[config.mk]
export PLATFORM = sky130hd
export DESIGN_NAME = binomial_reduce_schedule
export DESIGN_NICKNAME = d
export VERILOG_FILES = /design/src/sv/brs_pkg.sv /design/src/sv/binomial_reduce_schedule.sv /design/src/sv/brs_seq.sv /design/src/sv/brs_datapath.sv /design/src/sv/brs_out.sv
export SDC_FILE = /design/constraint.sdc
export NUM_CORES = 1
export LEC_CHECK = 0
export BUFFER_PORTS_ARGS = -buffer_cell sky130_fd_sc_hd__clkbuf_2
export CORE_MARGIN = 5
export CORE_UTILIZATION = 45
export DETAILED_ROUTE_END_ITERATION = 6
export PLACE_DENSITY = 0.59
export SYNTH_ARGS = -nofsm -noshare
export SYNTH_HDL_FRONTEND = slang
export SYNTH_SLANG_ARGS = --single-unit
[constraint.sdc]
create_clock -name clk -period 6.9 [get_ports clk]
set_input_delay 0.69 -clock clk [delete_from_list [all_inputs] [get_ports clk]]
set_output_delay 0.69 -clock clk [all_outputs]
set_load 0.02 [all_outputs]
[src/sv/brs_pkg.sv]
// shared types, constants and the microcode table of the binomial reduce schedule
// no dependencies; every other file imports this package
package brs_pkg;

  localparam int MAX_RANKS_DEF = 1024;
  localparam int GROUP_W = 11;
  localparam int RANK_W = 10;
  localparam int COUNT_W = 31;
  localparam int CALC_W = 12;
  localparam int OUT_LIMIT = 32;
  localparam int NUM_W = 6;

  localparam logic [0:0] REG_GROUP_SIZE = 1'b0;
  localparam logic [0:0] REG_MY_RANK = 1'b1;

  localparam logic [2:0] ACT_COPY_IN = 3'd0;
  localparam logic [2:0] ACT_RECV_TMP = 3'd1;
  localparam logic [2:0] ACT_RED_TMP_LOCAL = 3'd2;
  localparam logic [2:0] ACT_RED_LOCAL_TMP = 3'd3;
  localparam logic [2:0] ACT_COPY_BACK = 3'd4;
  localparam logic [2:0] ACT_SEND = 3'd5;
  localparam logic [2:0] ACT_RECV_LOCAL = 3'd6;
  localparam logic [2:0] ACT_ERROR = 3'd7;

  localparam int PC_W = 5;
  localparam logic [PC_W-1:0] PC_IDLE = 5'd0;
  localparam logic [PC_W-1:0] PC_ZERO = 5'd1;
  localparam logic [PC_W-1:0] PC_BAD = 5'd2;
  localparam logic [PC_W-1:0] PC_COPY = 5'd3;
  localparam logic [PC_W-1:0] PC_LOOP = 5'd4;
  localparam logic [PC_W-1:0] PC_TEST = 5'd5;
  localparam logic [PC_W-1:0] PC_RECV = 5'd6;
  localparam logic [PC_W-1:0] PC_RED_COMM = 5'd7;
  localparam logic [PC_W-1:0] PC_RED_NCOMM = 5'd8;
  localparam logic [PC_W-1:0] PC_BACK = 5'd9;
  localparam logic [PC_W-1:0] PC_ADV = 5'd10;
  localparam logic [PC_W-1:0] PC_SEND = 5'd11;
  localparam logic [PC_W-1:0] PC_TAIL = 5'd12;
  localparam logic [PC_W-1:0] PC_HOP = 5'd13;
  localparam logic [PC_W-1:0] PC_HOP_RECV = 5'd14;
  localparam logic [PC_W-1:0] PC_ERR = 5'd15;
  localparam logic [PC_W-1:0] PC_END = 5'd16;

  localparam int COND_W = 4;
  localparam logic [COND_W-1:0] C_NEVER = 4'd0;
  localparam logic [COND_W-1:0] C_ALWAYS = 4'd1;
  localparam logic [COND_W-1:0] C_ZERO = 4'd2;
  localparam logic [COND_W-1:0] C_BAD = 4'd3;
  localparam logic [COND_W-1:0] C_ROOT_INPLACE = 4'd4;
  localparam logic [COND_W-1:0] C_MASK_DONE = 4'd5;
  localparam logic [COND_W-1:0] C_REL_BIT = 4'd6;
  localparam logic [COND_W-1:0] C_NO_CHILD = 4'd7;
  localparam logic [COND_W-1:0] C_NONCOMM = 4'd8;
  localparam logic [COND_W-1:0] C_NOT_HOP = 4'd9;
  localparam logic [COND_W-1:0] C_RANK_NZ = 4'd10;

  localparam logic [1:0] PS_ZERO = 2'd0;
  localparam logic [1:0] PS_CHILD = 2'd1;
  localparam logic [1:0] PS_PARENT = 2'd2;
  localparam logic [1:0] PS_ROOT = 2'd3;

  localparam logic [1:0] OP_NONE = 2'd0;
  localparam logic [1:0] OP_LOAD_REL = 2'd1;
  localparam logic [1:0] OP_SHIFT = 2'd2;
  localparam logic [1:0] OP_FLUSH = 2'd3;

  typedef struct packed {
    logic [COND_W-1:0] cond;
    logic [PC_W-1:0]   target;
    logic [PC_W-1:0]   next;
    logic              emit;
    logic [2:0]        act;
    logic [1:0]        peer_sel;
    logic [1:0]        op;
  } ctrl_t;

  typedef struct packed {
    logic zero;
    logic bad;
    logic root_inplace;
    logic mask_done;
    logic rel_bit;
    logic no_child;
    logic noncomm;
    logic not_hop;
    logic rank_nz;
  } flags_t;

  typedef struct packed {
    logic       start;
    logic       emit;
    logic       flush;
    logic [2:0] act;
  } emit_req_t;

  function automatic ctrl_t ucode(input logic [PC_W-1:0] pc);
    ctrl_t w;
    w = '{cond: C_NEVER, target: PC_IDLE, next: PC_IDLE, emit: 1'b0,
          act: ACT_COPY_IN, peer_sel: PS_ZERO, op: OP_NONE};
    case (pc)
      PC_ZERO: begin
        w.cond = C_ZERO; w.target = PC_END; w.next = PC_BAD;
      end
      PC_BAD: begin
        w.cond = C_BAD; w.target = PC_ERR; w.next = PC_COPY; w.op = OP_LOAD_REL;
      end
      PC_COPY: begin
        w.cond = C_ROOT_INPLACE; w.target = PC_LOOP; w.next = PC_LOOP;
        w.emit = 1'b1; w.act = ACT_COPY_IN;
      end
      PC_LOOP: begin
        w.cond = C_MASK_DONE; w.target = PC_TAIL; w.next = PC_TEST;
      end
      PC_TEST: begin
        w.cond = C_REL_BIT; w.target = PC_SEND; w.next = PC_RECV;
      end
      PC_RECV: begin
        w.cond = C_NO_CHILD; w.target = PC_ADV; w.next = PC_RED_COMM;
        w.emit = 1'b1; w.act = ACT_RECV_TMP; w.peer_sel = PS_CHILD;
      end
      PC_RED_COMM: begin
        w.cond = C_NONCOMM; w.target = PC_RED_NCOMM; w.next = PC_ADV;
        w.emit = 1'b1; w.act = ACT_RED_TMP_LOCAL;
      end
      PC_RED_NCOMM: begin
        w.next = PC_BACK; w.emit = 1'b1; w.act = ACT_RED_LOCAL_TMP;
      end
      PC_BACK: begin
        w.next = PC_ADV; w.emit = 1'b1; w.act = ACT_COPY_BACK;
      end
      PC_ADV: begin
        w.cond = C_ALWAYS; w.target = PC_LOOP; w.next = PC_LOOP; w.op = OP_SHIFT;
      end
      PC_SEND: begin
        w.next = PC_TAIL; w.emit = 1'b1; w.act = ACT_SEND; w.peer_sel = PS_PARENT;
      end
      PC_TAIL: begin
        w.cond = C_NOT_HOP; w.target = PC_END; w.next = PC_HOP;
      end
      PC_HOP: begin
        w.cond = C_RANK_NZ; w.target = PC_HOP_RECV; w.next = PC_END;
        w.emit = 1'b1; w.act = ACT_SEND; w.peer_sel = PS_ROOT;
      end
      PC_HOP_RECV: begin
        w.next = PC_END; w.emit = 1'b1; w.act = ACT_RECV_LOCAL;
      end
      PC_ERR: begin
        w.next = PC_END; w.emit = 1'b1; w.act = ACT_ERROR;
      end
      PC_END: begin
        w.next = PC_IDLE; w.op = OP_FLUSH;
      end
      default: begin
        w.next = PC_IDLE;
      end
    endcase
    return w;
  endfunction

endpackage

[src/sv/binomial_reduce_schedule.sv]
// binomial-tree reduce schedule: top level with configuration registers
// depends on brs_pkg, brs_seq, brs_datapath, brs_out
//
// usage
//   write group_size (index 0) and my_rank (index 1) on the cfg port while idle
//   each input item is one reduce request; the block answers with this node's
//   action list on the output channel, one action per item, last set on the final one
//   a zero element count gives no actions; a root or own rank outside the group
//   gives a single error action
// timing
//   in_ready is high only while the sequencer is idle; one request at a time
//   the control table runs three setup steps, then three to seven steps per mask
//   level (check, test, receive, reduce, copy back, shift), then up to four tail steps
//   the sequencer takes one step per cycle while the output stage is not busy; each
//   action waits in the pending register until the next one or the end of the list, then
//   moves to the output register; a full list for 1024 ranks holds 32 actions
// reset and stall
//   rst clears the sequencer and the output stage; group_size returns to 1, my_rank to 0
//   when the receiver stalls, the output register holds its action and the
//   sequencer waits at its next emitting step or at its end step
module binomial_reduce_schedule #(
  parameter int MAX_RANKS = brs_pkg::MAX_RANKS_DEF
) (
  input  logic                          clk,
  input  logic                          rst,
  input  logic                          cfg_we,
  input  logic [0:0]                    cfg_index,
  input  logic [brs_pkg::GROUP_W-1:0]   cfg_data,
  input  logic                          in_valid,
  output logic                          in_ready,
  input  logic [brs_pkg::RANK_W-1:0]    root_rank,
  input  logic                          commutative,
  input  logic                          in_place,
  input  logic [brs_pkg::COUNT_W-1:0]   element_count,
  output logic                          out_valid,
  input  logic                          out_ready,
  output logic [2:0]                    action,
  output logic [brs_pkg::RANK_W-1:0]    peer,
  output logic                          last
);
  import brs_pkg::*;

  logic [GROUP_W-1:0] group_size;
  logic [RANK_W-1:0]  my_rank;
  flags_t             flags;
  ctrl_t              ctrl;
  emit_req_t          req;
  logic               load;
  logic               step;
  logic               busy;
  logic [RANK_W-1:0]  peer_val;

  always_ff @(posedge clk) begin
    if (rst) begin
      group_size <= GROUP_W'(1);
      my_rank <= '0;
    end else if (cfg_we) begin
      case (cfg_index)
        REG_GROUP_SIZE: group_size <= cfg_data;
        REG_MY_RANK:    my_rank <= cfg_data[RANK_W-1:0];
        default:        group_size <= group_size;
      endcase
    end
  end

  brs_seq u_seq (
    .clk      (clk),
    .rst      (rst),
    .in_valid (in_valid),
    .in_ready (in_ready),
    .flags    (flags),
    .busy     (busy),
    .ctrl     (ctrl),
    .load     (load),
    .step     (step),
    .req      (req)
  );

  brs_datapath #(
    .MAX_RANKS (MAX_RANKS)
  ) u_datapath (
    .clk           (clk),
    .load          (load),
    .step          (step),
    .ctrl          (ctrl),
    .group_size    (group_size),
    .my_rank       (my_rank),
    .root_rank     (root_rank),
    .commutative   (commutative),
    .in_place      (in_place),
    .element_count (element_count),
    .flags         (flags),
    .peer_val      (peer_val)
  );

  brs_out u_out (
    .clk       (clk),
    .rst       (rst),
    .req       (req),
    .peer_val  (peer_val),
    .busy      (busy),
    .out_valid (out_valid),
    .out_ready (out_ready),
    .action    (action),
    .peer      (peer),
    .last      (last)
  );

endmodule

[src/sv/brs_seq.sv]
// microcode sequencer: step counter, control table lookup and jump conditions
// depends on brs_pkg
module brs_seq (
  input  logic            clk,
  input  logic            rst,
  input  logic            in_valid,
  output logic            in_ready,
  input  brs_pkg::flags_t flags,
  input  logic            busy,
  output brs_pkg::ctrl_t  ctrl,
  output logic            load,
  output logic            step,
  output brs_pkg::emit_req_t req
);
  import brs_pkg::*;

  logic [PC_W-1:0] pc;
  logic [PC_W-1:0] pc_next;
  logic            taken;
  logic            stall;

  assign ctrl = ucode(pc);
  assign in_ready = (pc == PC_IDLE);
  assign load = in_valid && in_ready;

  always_comb begin
    case (ctrl.cond)
      C_NEVER:        taken = 1'b0;
      C_ALWAYS:       taken = 1'b1;
      C_ZERO:         taken = flags.zero;
      C_BAD:          taken = flags.bad;
      C_ROOT_INPLACE: taken = flags.root_inplace;
      C_MASK_DONE:    taken = flags.mask_done;
      C_REL_BIT:      taken = flags.rel_bit;
      C_NO_CHILD:     taken = flags.no_child;
      C_NONCOMM:      taken = flags.noncomm;
      C_NOT_HOP:      taken = flags.not_hop;
      C_RANK_NZ:      taken = flags.rank_nz;
      default:        taken = 1'b0;
    endcase
  end

  assign stall = busy && (ctrl.emit || (ctrl.op == OP_FLUSH));
  assign step = (pc != PC_IDLE) && !stall;

  assign req.start = load;
  assign req.emit = step && ctrl.emit && !taken;
  assign req.flush = step && (ctrl.op == OP_FLUSH);
  assign req.act = ctrl.act;

  always_comb begin
    pc_next = pc;
    if (load) begin
      pc_next = PC_ZERO;
    end else if (step) begin
      pc_next = taken ? ctrl.target : ctrl.next;
    end
  end

  always_ff @(posedge clk) begin
    if (rst) begin
      pc <= PC_IDLE;
    end else begin
      pc <= pc_next;
    end
  end

endmodule

[src/sv/brs_datapath.sv]
// datapath: request registers, relative rank, mask walk, peer arithmetic and flags
// depends on brs_pkg
module brs_datapath #(
  parameter int MAX_RANKS = brs_pkg::MAX_RANKS_DEF
) (
  input  logic                          clk,
  input  logic                          load,
  input  logic                          step,
  input  brs_pkg::ctrl_t                ctrl,
  input  logic [brs_pkg::GROUP_W-1:0]   group_size,
  input  logic [brs_pkg::RANK_W-1:0]    my_rank,
  input  logic [brs_pkg::RANK_W-1:0]    root_rank,
  input  logic                          commutative,
  input  logic                          in_place,
  input  logic [brs_pkg::COUNT_W-1:0]   element_count,
  output brs_pkg::flags_t               flags,
  output logic [brs_pkg::RANK_W-1:0]    peer_val
);
  import brs_pkg::*;

  localparam logic [GROUP_W-1:0] GMAX =
    (MAX_RANKS >= (1 << GROUP_W) - 1) ? GROUP_W'((1 << GROUP_W) - 1) : GROUP_W'(MAX_RANKS);

  logic [GROUP_W-1:0] g;
  logic [RANK_W-1:0]  rank;
  logic [RANK_W-1:0]  root;
  logic               comm;
  logic               inplace;
  logic               zero;
  logic [CALC_W-1:0]  rel;
  logic [CALC_W-1:0]  mask;

  logic [GROUP_W-1:0] g_sat;
  logic [RANK_W-1:0]  lroot;
  logic [CALC_W-1:0]  g_e;
  logic [CALC_W-1:0]  rank_e;
  logic [CALC_W-1:0]  lroot_e;
  logic [CALC_W-1:0]  rel_next;
  logic [CALC_W-1:0]  child;
  logic [CALC_W-1:0]  child_sum;
  logic [CALC_W-1:0]  parent_sum;
  logic [CALC_W-1:0]  child_peer;
  logic [CALC_W-1:0]  parent_peer;

  always_comb begin
    if (group_size == '0) begin
      g_sat = GROUP_W'(1);
    end else if (group_size > GMAX) begin
      g_sat = GMAX;
    end else begin
      g_sat = group_size;
    end
  end

  assign lroot = comm ? root : '0;
  assign g_e = CALC_W'(g);
  assign rank_e = CALC_W'(rank);
  assign lroot_e = CALC_W'(lroot);

  assign rel_next = (rank >= lroot) ? (rank_e - lroot_e) : (rank_e + g_e - lroot_e);

  assign child = rel | mask;
  assign child_sum = child + lroot_e;
  assign parent_sum = (rel & ~mask) + lroot_e;
  assign child_peer = (child_sum >= g_e) ? (child_sum - g_e) : child_sum;
  assign parent_peer = (parent_sum >= g_e) ? (parent_sum - g_e) : parent_sum;

  always_comb begin
    case (ctrl.peer_sel)
      PS_CHILD:  peer_val = child_peer[RANK_W-1:0];
      PS_PARENT: peer_val = parent_peer[RANK_W-1:0];
      PS_ROOT:   peer_val = root;
      default:   peer_val = '0;
    endcase
  end

  assign flags.zero = zero;
  assign flags.bad = (CALC_W'(root) >= g_e) || (rank_e >= g_e);
  assign flags.root_inplace = (rank == root) && inplace;
  assign flags.mask_done = (mask >= g_e);
  assign flags.rel_bit = ((rel & mask) != '0);
  assign flags.no_child = (child >= g_e);
  assign flags.noncomm = !comm;
  assign flags.not_hop = comm || (root == '0) || ((rank != '0) && (rank != root));
  assign flags.rank_nz = (rank != '0);

  always_ff @(posedge clk) begin
    if (load) begin
      g <= g_sat;
      rank <= my_rank;
      root <= root_rank;
      comm <= commutative;
      inplace <= in_place;
      zero <= (element_count == '0);
    end else if (step && (ctrl.op == OP_LOAD_REL)) begin
      rel <= rel_next;
      mask <= CALC_W'(1);
    end else if (step && (ctrl.op == OP_SHIFT)) begin
      mask <= {mask[CALC_W-2:0], 1'b0};
    end
  end

endmodule

[src/sv/brs_out.sv]
// action staging: one pending action held back to learn its last flag, then the output register
// depends on brs_pkg
module brs_out (
  input  logic                       clk,
  input  logic                       rst,
  input  brs_pkg::emit_req_t         req,
  input  logic [brs_pkg::RANK_W-1:0] peer_val,
  output logic                       busy,
  output logic                       out_valid,
  input  logic                       out_ready,
  output logic [2:0]                 action,
  output logic [brs_pkg::RANK_W-1:0] peer,
  output logic                       last
);
  import brs_pkg::*;

  logic              pvalid;
  logic [2:0]        pact;
  logic [RANK_W-1:0] ppeer;
  logic [NUM_W-1:0]  num;
  logic              take;
  logic              push;

  assign busy = pvalid && out_valid && !out_ready;
  assign take = req.emit && (num < NUM_W'(OUT_LIMIT));
  assign push = (take || req.flush) && pvalid;

  always_ff @(posedge clk) begin
    if (rst) begin
      pvalid <= 1'b0;
      out_valid <= 1'b0;
      num <= '0;
    end else begin
      if (req.start) begin
        num <= '0;
      end else if (take) begin
        num <= num + NUM_W'(1);
      end
      if (take) begin
        pvalid <= 1'b1;
      end else if (req.flush) begin
        pvalid <= 1'b0;
      end
      if (push) begin
        out_valid <= 1'b1;
      end else if (out_ready) begin
        out_valid <= 1'b0;
      end
    end
  end

  always_ff @(posedge clk) begin
    if (take) begin
      pact <= req.act;
      ppeer <= peer_val;
    end
    if (push) begin
      action <= pact;
      peer <= ppeer;
      last <= req.flush;
    end
  end

endmodule

==> impl_results.html <==
<table>
<tr><th>Metric</th><th>Value</th></tr>
<tr><th colspan="2">Pwr</th></tr>
<tr><td>Static Leak</td><td>4.62 nW</td></tr>
<tr><td>Sw frac</td><td>0.326</td></tr>
<tr><td>Power after layout</td><td>2.59 mW</td></tr>
<tr><td>Clock network fraction of design power</td><td>0.368</td></tr>
<tr><td>Switch Pwr</td><td>0.846 mW</td></tr>
<tr><td>Fraction of power consumed by sequential logic</td><td>0.326</td></tr>
<tr><td>Cell Int Power</td><td>1.75 mW</td></tr>
<tr><td>Power Dens Cells</td><td>235 nW/um^2</td></tr>
<tr><td>Worst IR drop on VDD</td><td>178 uV</td></tr>
<tr><td>Combinational share of power</td><td>0.306</td></tr>
<tr><th colspan="2">CTS</th></tr>
<tr><td>Number of levels in the clock H-tree</td><td>4</td></tr>
<tr><td>Clock tree from TritonCTS</td><td>yes</td></tr>
<tr><td>Maximum number of buffers from clock root to sink</td><td>2</td></tr>
<tr><td>Clock latency of the later-clocked register in the worst-skew pair</td><td>0.43 ns</td></tr>
<tr><td>TritonCTS Sinks</td><td>119</td></tr>
<tr><td>Total setup buffers inserted after CTS</td><td>0</td></tr>
<tr><td>Clock buffers created by TritonCTS</td><td>17</td></tr>
<tr><td>CTS Root Cell</td><td>sky130_fd_sc_hd__clkbuf_16</td></tr>
<tr><td>Number of gates given a new drive strength after cts</td><td>0</td></tr>
<tr><td>Total of hold buffers inserted after clock tree synthesis</td><td>0</td></tr>
<tr><td>Clock edge transition at the registers on the reported setup and hold paths</td><td>0.06 ns</td></tr>
<tr><th colspan="2">Timing</th></tr>
<tr><td>Final worst-path cycle share</td><td>0.785</td></tr>
<tr><td>Post-layout min period</td><td>5.42 ns</td></tr>
<tr><td>Hold violation count in the final report</td><td>0</td></tr>
<tr><td>WHS</td><td>0.419 ns</td></tr>
<tr><td>Setup WS post-layout</td><td>1.48 ns</td></tr>
<tr><td>Highest clock frequency the design can meet</td><td>0.185 GHz</td></tr>
<tr><td>Final worst clock skew</td><td>0.0145 ns</td></tr>
<tr><td>Worst Tran Pin Value</td><td>1.15 ns</td></tr>
<tr><td>Unrepaired setup endpoints after global routing</td><td>no</td></tr>
<tr><td>Number of pins exceeding their max-slew limit in the final report</td><td>0</td></tr>
<tr><td>Worst slew margin relative to its limit</td><td>0.230</td></tr>
<tr><td>Final count of negative-setup-slack endpoints</td><td>0</td></tr>
<tr><td>Accumulated negative setup slack</td><td>0 ns</td></tr>
<tr><th colspan="2">Detailed routing</th></tr>
<tr><td>Number of design-rule violations left by the first detailed-router iteration</td><td>609</td></tr>
<tr><td>Vias</td><td>8335</td></tr>
<tr><td>Number of antenna-violating nets in the routed design</td><td>0</td></tr>
<tr><td>Final routed DRC violation total</td><td>0</td></tr>
<tr><td>Number of iterations in the first detailed-routing pass</td><td>5</td></tr>
<tr><td>Final routed wirelength across all metal layers</td><td>28500 um</td></tr>
<tr><td>DR vias/cell</td><td>5.77</td></tr>
<tr><td>Detail-routed net length per standard cell</td><td>19.7 um</td></tr>
<tr><th colspan="2">Setup path</th></tr>
<tr><td>Crit start category</td><td>flop</td></tr>
<tr><td>Data required time of the critical path</td><td>7.14 ns</td></tr>
<tr><td>Nature of the critical path endpoint</td><td>flop</td></tr>
<tr><td>Worst R2R Path Depth</td><td>17</td></tr>
<tr><td>Maximum fanout along the worst path</td><td>18</td></tr>
<tr><td>Destination of the worst register-to-register timing path</td><td>u_out.ppeer[0]</td></tr>
<tr><td>Endpoint arrival time on the critical path</td><td>5.66 ns</td></tr>
<tr><td>Type of the setup path with the least slack</td><td>reg2reg</td></tr>
<tr><td>Reg-to-reg slack, setup</td><td>1.48 ns</td></tr>
<tr><td>Worst reg2reg path startpoint</td><td>u_datapath.comm</td></tr>
<tr><th colspan="2">Hold path</th></tr>
<tr><td>Worst Hold Path Cells</td><td>0</td></tr>
<tr><td>Endpoint with the worst hold slack</td><td>u_out.peer[3]</td></tr>
<tr><td>Launch instance of the worst min-delay path</td><td>u_out.ppeer[3]</td></tr>
<tr><td>Min-Delay Path Class</td><td>reg2reg</td></tr>
<tr><th colspan="2">Floorplan</th></tr>
<tr><td>Core box area</td><td>21200 um^2</td></tr>
<tr><td>Full die area</td><td>24700 um^2</td></tr>
<tr><td>Number of placement rows</td><td>53</td></tr>
<tr><td>Initial cell density of the core</td><td>0.461</td></tr>
<tr><td>DIE WIDTH</td><td>157 um</td></tr>
<tr><td>Number of top-level pins</td><td>76</td></tr>
<tr><td>Die Height</td><td>157 um</td></tr>
<tr><th colspan="2">Yosys</th></tr>
<tr><td>Flop and latch count out of synthesis</td><td>119</td></tr>
<tr><td>Async set-reset flop share out of synthesis</td><td>0</td></tr>
<tr><td>Total nets after synthesis</td><td>1266</td></tr>
<tr><td>Count of distinct cell types in the synthesized netlist</td><td>74</td></tr>
<tr><td>Most common flop cell mapped by yosys</td><td>sky130_fd_sc_hd__edfxtp_1</td></tr>
<tr><td>Fraction of the yosys area taken by sequential cells</td><td>0.331</td></tr>
<tr><td>Avg Cell Area, Syn</td><td>8.94 um^2</td></tr>
<tr><td>Post-synthesis instance area</td><td>9750 um^2</td></tr>
<tr><td>Number of warning messages in the yosys log</td><td>0</td></tr>
<tr><td>Post-Syn Instances</td><td>1091</td></tr>
<tr><td>Post-synth EDFFs</td><td>85</td></tr>
<tr><th colspan="2">Placement</th></tr>
<tr><td>Cell Area, Placed</td><td>10400 um^2</td></tr>
<tr><td>Placed wire-length estimate</td><td>22500 um</td></tr>
<tr><td>Port-buffer cells</td><td>75</td></tr>
<tr><td>Gp weighted congestion</td><td>0.990</td></tr>
<tr><td>Cell Count Post-Placement</td><td>1413</td></tr>
<tr><td>Worst setup timing slack at the placement stage</td><td>1.60 ns</td></tr>
<tr><th colspan="2">Global route</th></tr>
<tr><td>Via count of the first global-routing pass</td><td>8253</td></tr>
<tr><td>Global-route met2 utilization</td><td>0.386</td></tr>
<tr><td>Global-route layer with the greatest usage</td><td>met2</td></tr>
<tr><td>Maximum number of pins on one net before global-route repair</td><td>38</td></tr>
<tr><td>Wire length of the first global-routing pass</td><td>45000 um</td></tr>
<tr><td>Total routing usage reported by global routing</td><td>0.236</td></tr>
<tr><td>Initial antenna violation count</td><td>1</td></tr>
<tr><td>Global routing met1 resource utilization</td><td>0.305</td></tr>
<tr><td>Aggregate global routing overflow</td><td>0</td></tr>
<tr><td>M3 GR Usage</td><td>0.0506</td></tr>
<tr><th colspan="2">Final layout</th></tr>
<tr><td>Fraction of layout instances using a drive strength above 1</td><td>0.125</td></tr>
<tr><td>Post-route cell area</td><td>11000 um^2</td></tr>
<tr><td>Number of antenna cells inserted</td><td>0</td></tr>
<tr><td>Relative area change from synthesis to final layout</td><td>13.0%</td></tr>
<tr><td>Layout fillers</td><td>2029</td></tr>
<tr><td>Register Area</td><td>3230 um^2</td></tr>
<tr><td>Layout net count</td><td>1332</td></tr>
<tr><td>Count of non-filler cells in the finished layout</td><td>1445</td></tr>
<tr><td>Final Util</td><td>0.521</td></tr>
<tr><td>Area used by multi-input combinational logic</td><td>6110 um^2</td></tr>
<tr><th colspan="2">Outcome</th></tr>
<tr><td>Result of the run</td><td>finished, final reports clean</td></tr>
<tr><th colspan="2">Job</th></tr>
<tr><td>Max-capacitance violation count</td><td>0</td></tr>
</table>
-- cells in the final DEF, fill, tap and decap left out, types with 9 or more instances in the layout --
cell type / count
sky130_fd_sc_hd__nand4_1: 16
sky130_fd_sc_hd__nor2b_1: 44
sky130_fd_sc_hd__and2_1: 11
sky130_fd_sc_hd__edfxtp_1: 85
sky130_fd_sc_hd__xor2_1: 18
sky130_fd_sc_hd__o21ai_0: 43
sky130_fd_sc_hd__mux2i_1: 17
sky130_fd_sc_hd__a211oi_1: 18
sky130_fd_sc_hd__dfxtp_1: 34
sky130_fd_sc_hd__nand2b_1: 20
sky130_fd_sc_hd__nand2_1: 112
sky130_fd_sc_hd__o211ai_1: 9
sky130_fd_sc_hd__xnor2_1: 41
sky130_fd_sc_hd__nand3_1: 25
sky130_fd_sc_hd__clkbuf_16: 17
sky130_fd_sc_hd__or2_2: 17
sky130_fd_sc_hd__nor2_1: 69
sky130_fd_sc_hd__inv_1: 69
sky130_fd_sc_hd__clkbuf_2: 75
sky130_fd_sc_hd__a21oi_1: 81
sky130_fd_sc_hd__a31oi_1: 13
sky130_fd_sc_hd__nor4_1: 16
sky130_fd_sc_hd__or3_1: 10
sky130_fd_sc_hd__buf_4: 9
sky130_fd_sc_hd__nor3b_1: 9
sky130_fd_sc_hd__o31ai_1: 9
sky130_fd_sc_hd__fa_1: 9
sky130_fd_sc_hd__a21o_1: 19
sky130_fd_sc_hd__ha_1: 106
sky130_fd_sc_hd__and3_1: 10
sky130_fd_sc_hd__nor3_1: 22
-- cell type report --
type | count | share of cell area
Clock buffer | 18 | 0.0390
Clock inverter | 14 | 0.0177
Inverter | 69 | 0.0235
Multi-Input combinational cell | 866 | 0.555
Sequential cell | 119 | 0.293
Tap cell | 275 | 0.0312
Timing Repair Buffer | 84 | 0.0402
-- metal layers --
layer / up-vias / wire [um]
li1: 4133 / -
met2: 239 / 13600
met5: - / 15
met4: 2 / 894
met3: 53 / 1420
met1: 3908 / 12600
-- kinds of logic after synthesis --
| group | Yosys count | synth area share |
|---|---|---|
| xor+xnor | 59 | 0.0530 |
| simple gates | 404 | 0.212 |
| buf+inv | 106 | 0.0418 |
| mux | 26 | 0.0292 |
| flops | 119 | 0.331 |
| compound gates | 257 | 0.173 |
| fa+ha+maj | 120 | 0.160 |
-- how the worst max path moves through the flow --
stage / from / to / slack [ns] / cells past startpoint
3_5_place_dp: u_datapath.comm / u_out.ppeer[1] / 1.60 / 17
3_3_place_gp: u_datapath.comm / u_out.ppeer[1] / 1.80 / 17
6_report: u_datapath.comm / u_out.ppeer[0] / 1.48 / 17
2_1_floorplan: u_datapath.comm / u_out.ppeer[4] / 2.12 / 19
5_1_grt: u_datapath.comm / u_out.ppeer[0] / 1.17 / 17
4_1_cts: u_datapath.comm / u_out.ppeer[0] / 1.56 / 17
-- cell usage after synthesis, drive strengths merged (12+ instances only) --
library cell,number,share of area
nor2b,44,0.028
inv,69,0.027
xor2,18,0.016
edfxtp,85,0.26
a21o,19,0.015
mux2i,18,0.019
dfxtp,34,0.070
nand2,112,0.043
nor4,16,0.010
clkbuf,28,0.011
a211oi,18,0.014
nand2b,20,0.013
and2,12,0.0077
nand4,16,0.010
xnor2,41,0.037
nor2,69,0.027
nor3,22,0.011
a21oi,81,0.042
ha,106,0.14
nand3,25,0.013
o21ai,45,0.023
or2,18,0.012
a31oi,14,0.011
-- critical path, cell delays in order (launching register included) --
cell and delay (ns):
sky130_fd_sc_hd__edfxtp_1 0.70, sky130_fd_sc_hd__nand2_1 0.29, sky130_fd_sc_hd__inv_1 0.21, sky130_fd_sc_hd__ha_1 0.24, sky130_fd_sc_hd__nor3_1 0.08, sky130_fd_sc_hd__a211oi_1 0.42
sky130_fd_sc_hd__a211oi_1 0.16, sky130_fd_sc_hd__o21bai_1 0.24, sky130_fd_sc_hd__xor2_1 0.21, sky130_fd_sc_hd__ha_1 0.33, sky130_fd_sc_hd__nand4_1 0.14, sky130_fd_sc_hd__nor2_1 0.06
sky130_fd_sc_hd__a211o_1 0.29, sky130_fd_sc_hd__o31ai_1 0.33, sky130_fd_sc_hd__o21ai_0 0.18, sky130_fd_sc_hd__mux2i_2 0.73, sky130_fd_sc_hd__mux2_2 0.41, sky130_fd_sc_hd__o221ai_1 0.18
-- power groups by stage --
stage | Sequential [mW] | Clock, mW | Combinational (mW)
6_report | 0.845 | 0.954 | 0.792
5_1_grt | 0.847 | 1.01 | 0.888
4_1_cts | 0.844 | 0.973 | 0.788
3_5_place_dp | 0.859 | 0 | 0.783
3_3_place_gp | 0.859 | 0 | 0.782
2_1_floorplan | 0.834 | 0 | 0.604
-- flip-flops by register name (all words and copies together), names as in the netlist, 3 cells and up --
signal and cells:
u_datapath.g 11, group_size 11, u_datapath.root 10, u_datapath.rel 12, u_datapath.rank 10, u_out.peer 10, u_out.pact 3, my_rank 10
u_out.ppeer 10, u_out.num 6, u_datapath.mask 12, u_out.action 3, u_seq.pc 5
Power figures use the tool's default switching activity.
